**src/rtl/core/si_pkg.sv**
```systemverilog
package si_pkg;

    localparam int COORD_WIDTH = 16;
    localparam int DIFF_W      = COORD_WIDTH + 1;
    localparam int PROD_W      = 2 * DIFF_W;
    localparam int DET_W       = PROD_W + 1;
    localparam int QUO_W       = DIFF_W;
    localparam int NUM_W       = DET_W + QUO_W;

    typedef logic [1:0] sgn_t;

    typedef struct packed {
        logic                          hit;
        logic                          neg_x;
        logic                          neg_y;
        logic signed [COORD_WIDTH-1:0] start_x;
        logic signed [COORD_WIDTH-1:0] start_y;
        logic [DET_W-1:0]              den;
        logic [DET_W-1:0]              rem_x;
        logic [DET_W-1:0]              rem_y;
        logic [QUO_W-1:0]              low_x;
        logic [QUO_W-1:0]              low_y;
        logic [QUO_W-1:0]              quo_x;
        logic [QUO_W-1:0]              quo_y;
    } si_div_t;

    function automatic sgn_t sgn_of(input logic signed [DET_W-1:0] v);
        sgn_of = {v[DET_W-1], (v != '0)};
    endfunction

endpackage

```
**src/rtl/core/si_cell.sv**
```systemverilog
module si_cell (
    input  logic            clk,
    input  logic            rst_n,
    input  logic            en,
    input  logic            in_valid,
    input  si_pkg::si_div_t in_data,
    output logic            out_valid,
    output si_pkg::si_div_t out_data
);
    import si_pkg::*;

    logic    valid_reg;
    si_div_t data_reg;
    si_div_t data_next;
    logic [DET_W:0] tx;
    logic [DET_W:0] ty;
    logic [DET_W:0] dw;

    always_comb
    begin
        data_next = in_data;
        dw = {1'b0, in_data.den};
        tx = {in_data.rem_x, in_data.low_x[QUO_W-1]};
        ty = {in_data.rem_y, in_data.low_y[QUO_W-1]};
        data_next.low_x = {in_data.low_x[QUO_W-2:0], 1'b0};
        data_next.low_y = {in_data.low_y[QUO_W-2:0], 1'b0};
        if (tx >= dw)
        begin
            data_next.rem_x = DET_W'(tx - dw);
            data_next.quo_x = {in_data.quo_x[QUO_W-2:0], 1'b1};
        end
        else
        begin
            data_next.rem_x = tx[DET_W-1:0];
            data_next.quo_x = {in_data.quo_x[QUO_W-2:0], 1'b0};
        end
        if (ty >= dw)
        begin
            data_next.rem_y = DET_W'(ty - dw);
            data_next.quo_y = {in_data.quo_y[QUO_W-2:0], 1'b1};
        end
        else
        begin
            data_next.rem_y = ty[DET_W-1:0];
            data_next.quo_y = {in_data.quo_y[QUO_W-2:0], 1'b0};
        end
    end

    always_ff @(posedge clk or negedge rst_n)
    begin
        if (!rst_n)
        begin
            valid_reg <= 1'b0;
        end
        else if (en)
        begin
            valid_reg <= in_valid;
        end
    end

    always_ff @(posedge clk)
    begin
        if (en)
        begin
            data_reg <= data_next;
        end
    end

    assign out_valid = valid_reg;
    assign out_data  = data_reg;

endmodule

```
**config.mk**
```make
export PLATFORM = sky130hd
export DESIGN_NAME = si_cell
export DESIGN_NICKNAME = d
export VERILOG_FILES = /design/src/rtl/core/si_pkg.sv /design/src/rtl/core/si_cell.sv
export SDC_FILE = /design/constraint.sdc
export NUM_CORES = 1
export LEC_CHECK = 0
export BUFFER_PORTS_ARGS = -buffer_cell sky130_fd_sc_hd__buf_2
export CAP_MARGIN = 5
export CELL_PAD_IN_SITES_DETAIL_PLACEMENT = 1
export CELL_PAD_IN_SITES_GLOBAL_PLACEMENT = 2
export CORE_MARGIN = 1
export CORE_UTILIZATION = 27
export CTS_CLUSTER_DIAMETER = 50
export DETAILED_ROUTE_END_ITERATION = 8
export PLACE_DENSITY = 0.83
export RECOVER_POWER = 25
export SYNTH_ARGS = -nofsm -noshare
export SYNTH_HDL_FRONTEND = slang
export SYNTH_SLANG_ARGS = --single-unit
```
**constraint.sdc**
```tcl
create_clock -name clk -period 0.8 [get_ports clk]
set_input_delay 0.16 -clock clk [delete_from_list [all_inputs] [get_ports clk]]
set_output_delay 0.16 -clock clk [all_outputs]
set_load 0.01 [all_outputs]
```
==> results of run 1 <==
-- what timing repair did --
| item | CTS | global route |
|---|---|---|
| gates resized for setup | 278 | 138 |
| hold buffers | 202 | 0 |
| hold endpoints to repair | 201 | 0 |
| pin swaps | 70 | 63 |
| setup endpoints to repair | 279 | 279 |
| gates cloned | 8 | 2 |
| buffers inserted | 35 | 20 |
-- through the flow --
stage / worst slack, ps / power [mW]
floorplan: -1740 / 18.1
global placement: -2140 / 22.9
detailed placement: -2190 / 23.2
CTS: -1400 / 38.5
global route: -1500 / 41.1
finish: -1450 / 39.7
-- power groups by stage --
stage                     clock network, mW  registers (mW)  logic (mW)
after detailed placement                  0            13.9        9.31
after global routing                   13.7            13.9        13.5
after global placement                    0            13.9        9.04
after floorplan                           0            14.5        3.58
after CTS                              13.2            13.7        11.6
final                                  13.1            13.8        12.8
-- logic make-up after synthesis --
family                   count (synthesis)  synth area share [%]
AND/OR/NAND/NOR                        237                  10.0
AO/OA/AOI/OAI                          293                  17.0
multiplexers                             2                 0.205
other                                    1                0.0341
adder cells (fa/ha/maj)                 72                  8.32
flip-flops                             207                  56.5
XOR/XNOR                                57                  4.54
buffers and inverters                   92                  3.35
-- layout by cell type, fill, tap and decap left out, drive strengths merged, types with 17 or more instances in the layout --
master and n:
a21o 30, a21oi 87, buf 764, clkbuf 41, dlygate4sd3 202, edfxtp 206, ha 70, inv 66
nand2 93, nor2 52, nor3 17, o21ai 77, xnor2 29, xor2 28
-- final cells by class --
| class | count | area (um2) | share of cell area (%) |
|---|---|---|---|
| Antenna cell | 10 | 25.0 | 0.117 |
| Clock buffer | 35 | 791 | 3.70 |
| Clock inverter | 20 | 175 | 0.821 |
| Inverter | 58 | 254 | 1.19 |
| Multi-Input combinational cell | 663 | 5840 | 27.4 |
| Sequential cell | 207 | 6210 | 29.1 |
| Tap cell | 525 | 657 | 3.08 |
| Timing Repair Buffer | 972 | 7380 | 34.6 |
| Timing Repair inverter | 1 | 11.3 | 0.0527 |
-- flip-flops by register name (all words and copies together) (netlist names) --
name       count
out_data     206
out_valid      1
-- per-layer routing --
| layer | global-route usage [%] | part of all wire [%] |
|---|---|---|
| met5 | 0 | 0.10 |
| met2 | 48.8 | 54 |
| met4 | 12.9 | 5.1 |
| met1 | 26.5 | 37 |
| met3 | 4.21 | 4.4 |
-- synth_stat cells, types with 10 or more instances --
master	instances	area share (%)
edfxtp_1	206	56
nand2_1	93	3.2
a21oi_1	87	4.0
o21ai_0	76	3.5
ha_1	70	8.0
inv_1	57	1.9
nor2_1	52	1.8
a21o_1	30	2.0
xnor2_1	29	2.3
xor2_1	28	2.2
clkbuf_1	23	0.78
nor3_1	17	0.77
a211oi_1	13	0.89
o21bai_1	13	0.89
nand3_1	12	0.55
nand4_1	11	0.63
o21a_1	11	0.75
o31ai_1	10	0.68
-- worst max-delay path by stage --
stage | from | to | cells after the start | slack [ps]
final | in_data[144] | out_data[127] | 14 | -1450
after global routing | in_data[144] | out_data[131] | 14 | -1500
after CTS | in_data[159] | out_data[73] | 12 | -1400
after detailed placement | in_data[144] | out_data[86] | 11 | -2190
after global placement | in_data[144] | out_data[129] | 13 | -2140
after floorplan | in_data[159] | out_data[73] | 10 | -1740
-- worst max-delay path: cells and delay by family --
family / cells / cell delay, ps
compound gates: 6 / 1260
fa+ha+maj: 1 / 240
buf+inv: 5 / 630
simple gates: 2 / 260
==> out/metrics.csv, run 1 <==
stage,metric,value,unit
timing,Final Setup Violations,379,
floorplanning,Die Height,204,um
hold_path,Worst Hold Launch,in_data[138],
worst_setup_path,R2R Path End,out_valid,
worst_setup_path,"critical path fanouts, max",7,
floorplanning,die area,41600,um2
place,Post-DP Area,16300,um2
hold_path,worst hold path type,in -> reg,
floorplanning,starting density of the core,27.5,%
floorplanning,die width,204,um
worst_setup_path,crit path DAT,2570,ps
cts,clock tree buffer depth,3,
routing,number of vias per cell,4.88,
routing,drt drc,0,
finish,post-route cell area,21300,um2
worst_setup_path,"Critical Path, Cell by Cell",buf_8 -> clkinvlp_4 -> ha_4 -> and3_4 -> a221oi_4 -> a21boi_4 -> o21ai_2 -> a311oi_2 -> o21a_2 -> clkinv_4 -> buf_12 -> buf_12 -> nor2_4 -> a21oi_1,
power_and_ir_drop,Logic pwr share,32.1,%
hold_path,Worst Hold Endpoint,out_data[68],
cts,CTS H-tree lvls,1,
worst_setup_path,slowest library cell on the worst path,a221oi_4,
power_and_ir_drop,worst vdd ir,0.00164,V
timing,RSZ-0062 raised after global routing,yes,
finish,nets,2217,
cts,CTS tree,built,
routing,total number of vias,12100,
power_and_ir_drop,Psw,12.4,mW
floorplanning,I/O pins,421,
timing,fin crit period,2250,ps
worst_setup_path,worst-case reg-to-reg path depth,1,
timing,Slew HR,66.8,%
cts,Root Buffer,clkbuf_16,
yosys,Post-Synthesis Cells,961,
routing,routed len/inst,22.9,um
timing,Fin. Hold Viols,0,
run,# Max-Cap Violations,0,
finish,fin util,53.4,%
worst_setup_path,kind of critical path,in -> reg,
worst_setup_path,reg2reg setup slack,20,ps
yosys,"FFs w/ async S/R, synth",0.483,%
routing,Routed Antenna Nets,0,
floorplanning,Core Area,40000,um2
timing,Pins Over Slew Limit,0,
yosys,library cells used by synthesis,63,
place,hpwl dp,37500,um
grt,number of global-route vias before repair,13500,
yosys,Yosys reg bits,207,
yosys,Post-Syn Area,11000,um2
yosys,sequential-to-total area share from yosys stat,56.5,%
cts,Num CTS Buffers,30,
grt,pin count of the biggest net entering global routing,25,
place,dpl cells,2172,
cts,clock-pin slew on the worst setup and hold paths,60,ps
yosys,"Top FF cell, synth",edfxtp_1,
timing,setup slack after layout,-1450,ps
routing,DRT iter0 DRCs,428,
worst_setup_path,critical path's most frequent cell,buf_12,
routing,Pre-antenna DRT Iters,7,
grt,grt total ovfl,0,
power_and_ir_drop,clock power share,33.0,%
finish,Syn-to-layout area delta,94.0,%
timing,setup TNS after final layout,-199250,ps
finish,Final Non-Filler Cells,2491,
worst_setup_path,Setup crit start kind,input port,
timing,period utilization,282,%
yosys,Yosys warning count,0,
timing,Hold WS,43.4,ps
timing,fmax,0.444,GHz
worst_setup_path,Worst path max stage delay,290,ps
place,Final Wtd Congestion,0.876,
cts,clk_lat worst skew,570,ps
power_and_ir_drop,leakage,9.34,nW
yosys,Post-synth EDFFs,206,
yosys,Avg Inst Size Synth,11.4,um2
power_and_ir_drop,Switching Share,31.2,%
cts,clk sinks,207,
timing,worst slew pin tran,492,ps
power_and_ir_drop,Pwr Density,1860,nW/um2
status,failing checks,negative setup slack,
floorplanning,number of cell rows,73,
grt,Total GRT Usage,25.5,%
grt,first-pass GRT wire length,80500,um
worst_setup_path,Critical Path RT,1120,ps
hold_path,worst hold path stage count,3,
grt,antenna violations before repair,13,
finish,# fillers,4296,
routing,DRT Wirelength,57000,um
power_and_ir_drop,Pint,27.3,mW
timing,Clock Skews,0,ps
power_and_ir_drop,Flop pwr share,34.8,%
place,IO buf count,416,
finish,share of cells above drive strength 1,54.4,%
status,status,finished with violations,
worst_setup_path,Setup crit end kind,flop,
worst_setup_path,Reg-to-Reg Start,out_valid,
No activity file was read; power rests on OpenSTA's default activity.
==> run 2, diff against run 1 <==
Settings changed: MAX_ROUTING_LAYER set to met4.
==> out/metrics.csv, run 2 (synthesis gave the netlist of run 1 again) <==
stage,metric,value,unit,change
timing,Clock Skews,0,ps,unchanged
routing,Routed Antenna Nets,0,,unchanged
routing,total number of vias,11800,,-3.1%
worst_setup_path,crit path DAT,2600,ps,+30 ps
timing,setup slack after layout,-1510,ps,-56.2 ps
worst_setup_path,critical path's most frequent cell,buf_4,,
floorplanning,number of cell rows,73,,unchanged
finish,most frequent cells in the layout,"374 x buf_2, 292 x buf_4, 206 x edfxtp_1, 196 x dlygate4sd3_1, 72 x nand2_1",,
cts,Root Buffer,clkbuf_16,,
routing,DRT iter0 DRCs,477,,+11%
worst_setup_path,worst path bufs/invs,5,,unchanged
cts,Num CTS Buffers,27,,-10%
finish,share of cells above drive strength 1,52.3,%,-2.1 points
grt,Total GRT Usage,25.1,%,-0.38 points
worst_setup_path,Critical Path RT,1090,ps,-30 ps
routing,Pre-antenna DRT Iters,5,,-2
cts,clk sinks,207,,unchanged
worst_setup_path,"critical path fanouts, max",7,,unchanged
routing,drt drc,0,,unchanged
grt,number of global-route vias before repair,12800,,-4.7%
place,Post-DP Area,16100,um2,-1.2%
timing,Fin. Hold Viols,0,,unchanged
cts,CTS tree,built,,
status,failing checks,negative setup slack,,
worst_setup_path,slowest library cell on the worst path,o31ai_4,,
worst_setup_path,Worst path max stage delay,330,ps,+40 ps
place,Final Wtd Congestion,0.876,,about the same
floorplanning,Core Area,40000,um2,unchanged
grt,grt total ovfl,0,,unchanged
worst_setup_path,Setup crit start kind,input port,,
timing,period utilization,289,%,+7.0 points
worst_setup_path,worst-case reg-to-reg path depth,1,,unchanged
power_and_ir_drop,leakage,9.01,nW,-3.6%
timing,Hold WS,32.2,ps,-11.3 ps
worst_setup_path,Reg-to-Reg Start,out_valid,,
worst_setup_path,critical path depth,13,,-1
worst_setup_path,R2R Path End,out_valid,,
hold_path,Worst Hold Launch,in_data[97],,
cts,clock-pin slew on the worst setup and hold paths,60,ps,about the same
finish,"commonest non-fill, non-tap cell in the layout",buf_2,,
hold_path,worst hold path stage count,4,,+1
finish,nets,2180,,-1.7%
power_and_ir_drop,Pwr Density,1860,nW/um2,-0.16%
routing,number of vias per cell,4.80,,-1.6%
timing,fin crit period,2310,ps,+56.2 ps
cts,clock tree buffer depth,3,,unchanged
routing,DRT Wirelength,55300,um,-3.1%
timing,Final Setup Violations,299,,-21%
hold_path,worst hold path type,in -> reg,,
worst_setup_path,kind of critical path,in -> reg,,
grt,first-pass GRT wire length,76800,um,-4.6%
finish,# fillers,4340,,+1.0%
grt,antenna violations before repair,18,,+5
routing,routed len/inst,22.5,um,-1.6%
run,# Max-Cap Violations,0,,unchanged
cts,CTS H-tree lvls,1,,unchanged
place,IO buf count,416,,unchanged
floorplanning,Die Height,204,um,unchanged
hold_path,Worst Hold Endpoint,out_data[98],,
cts,clk_lat worst skew,550,ps,-20 ps
floorplanning,I/O pins,421,,unchanged
finish,post-route cell area,20800,um2,-2.6%
worst_setup_path,reg2reg setup slack,-10,ps,-30 ps
place,pre-CTS WS,-2140,ps,+55.2 ps
floorplanning,die area,41600,um2,unchanged
timing,RSZ-0062 raised after global routing,yes,,
worst_setup_path,Setup crit end kind,flop,,
worst_setup_path,"Critical Path, Cell by Cell",buf_2 -> inv_2 -> ha_4 -> nand4_1 -> buf_4 -> a211oi_4 -> o31ai_4 -> a21oi_2 -> a21bo_4 -> a2111oi_4 -> buf_4 -> clkbuf_16 -> mux2_4,,
worst_setup_path,"CP delay by family, top",compound AO/OA/AOI/OAI gates,,
timing,fmax,0.433,GHz,-2.4%
place,hpwl dp,36500,um,-2.7%
finish,fin util,52.0,%,-1.4 points
timing,worst slew pin tran,533,ps,+40.9 ps
finish,Seq. cell area,6210,um2,unchanged
grt,pin count of the biggest net entering global routing,53,,+110%
timing,Slew HR,64.4,%,-2.4 points
finish,Syn-to-layout area delta,88.9,%,
finish,Multi-input gate area,5650,um2,-3.4%
timing,Pins Over Slew Limit,0,,unchanged
power_and_ir_drop,worst vdd ir,0.00138,V,-16%
finish,Largest register FFs,206,,unchanged
floorplanning,die width,204,um,unchanged
floorplanning,starting density of the core,27.5,%,unchanged
status,status,finished with violations,,
run 2: cell types whose count changed in the layout (fill, tap and decap cells not counted), moves of 6 or more:
cell           change
buf_12             -7
buf_4             -24
buf_6              +8
diode_2            +7
dlygate4sd3_1      -6
nand2_1            +6
nand2_4            -7
nor2_2             +6
o21ai_1           +19
o21ai_2           -21
run 2: timing repair:
action                                 CTS  global route
cloned                                   7             1
resized for setup                      191           178
endpoints found under the hold margin  194             1
pin swaps                               43            58
hold buffers                           195             1
buffers inserted                        25            26
setup endpoints to repair              279           280
run 2: worst max path at each step:
stage | startpoint | slack (ps) | end
final | in_data[142] | -1510 | out_data[73]
after CTS | in_data[159] | -1460 | out_data[73]
after global routing | in_data[142] | -1570 | out_data[73]
after global placement | in_data[144] | -2070 | out_data[129]
after detailed placement | in_data[159] | -2140 | out_data[102]
after floorplan | in_data[159] | -1740 | out_data[73]
run 2: area by class of cell:
| type | count | area share [%] |
|---|---|---|
| clock buffers | 32 | 3.34 |
| inverters | 58 | 1.26 |
| diodes | 17 | 0.205 |
| repair inverters | 1 | 0.0542 |
| repair buffers | 938 | 34.0 |
| flip-flops and latches | 207 | 29.9 |
| well taps | 525 | 3.16 |
| clock inverters | 13 | 0.957 |
| multi-input cells | 663 | 27.2 |
run 2: power by group:
group          switching (mW)  internal (mW)
Sequential              0.448           13.4
Clock                    5.03           7.54
Combinational            6.08           6.09
Total                    11.6           27.0
run 2: per-stage QoR:
step	TNS (ps)	cells	power, mW
3_5_place_dp	-183420	2150	23.1
4_1_cts	-190210	2419	37.4
5_1_grt	-205410	2454	39.9
3_3_place_gp	-179430	2150	22.8
6_report	-191800	2454	38.6
2_1_floorplan	-112180	962	18.1
run 2: per-layer routing:
layer | track usage [%] | share of wire [%]
met1 | 25.9 | 37
met2 | 47.0 | 53
met3 | 3.62 | 4.4
met4 | 10.8 | 5.0
met5 | - | 0
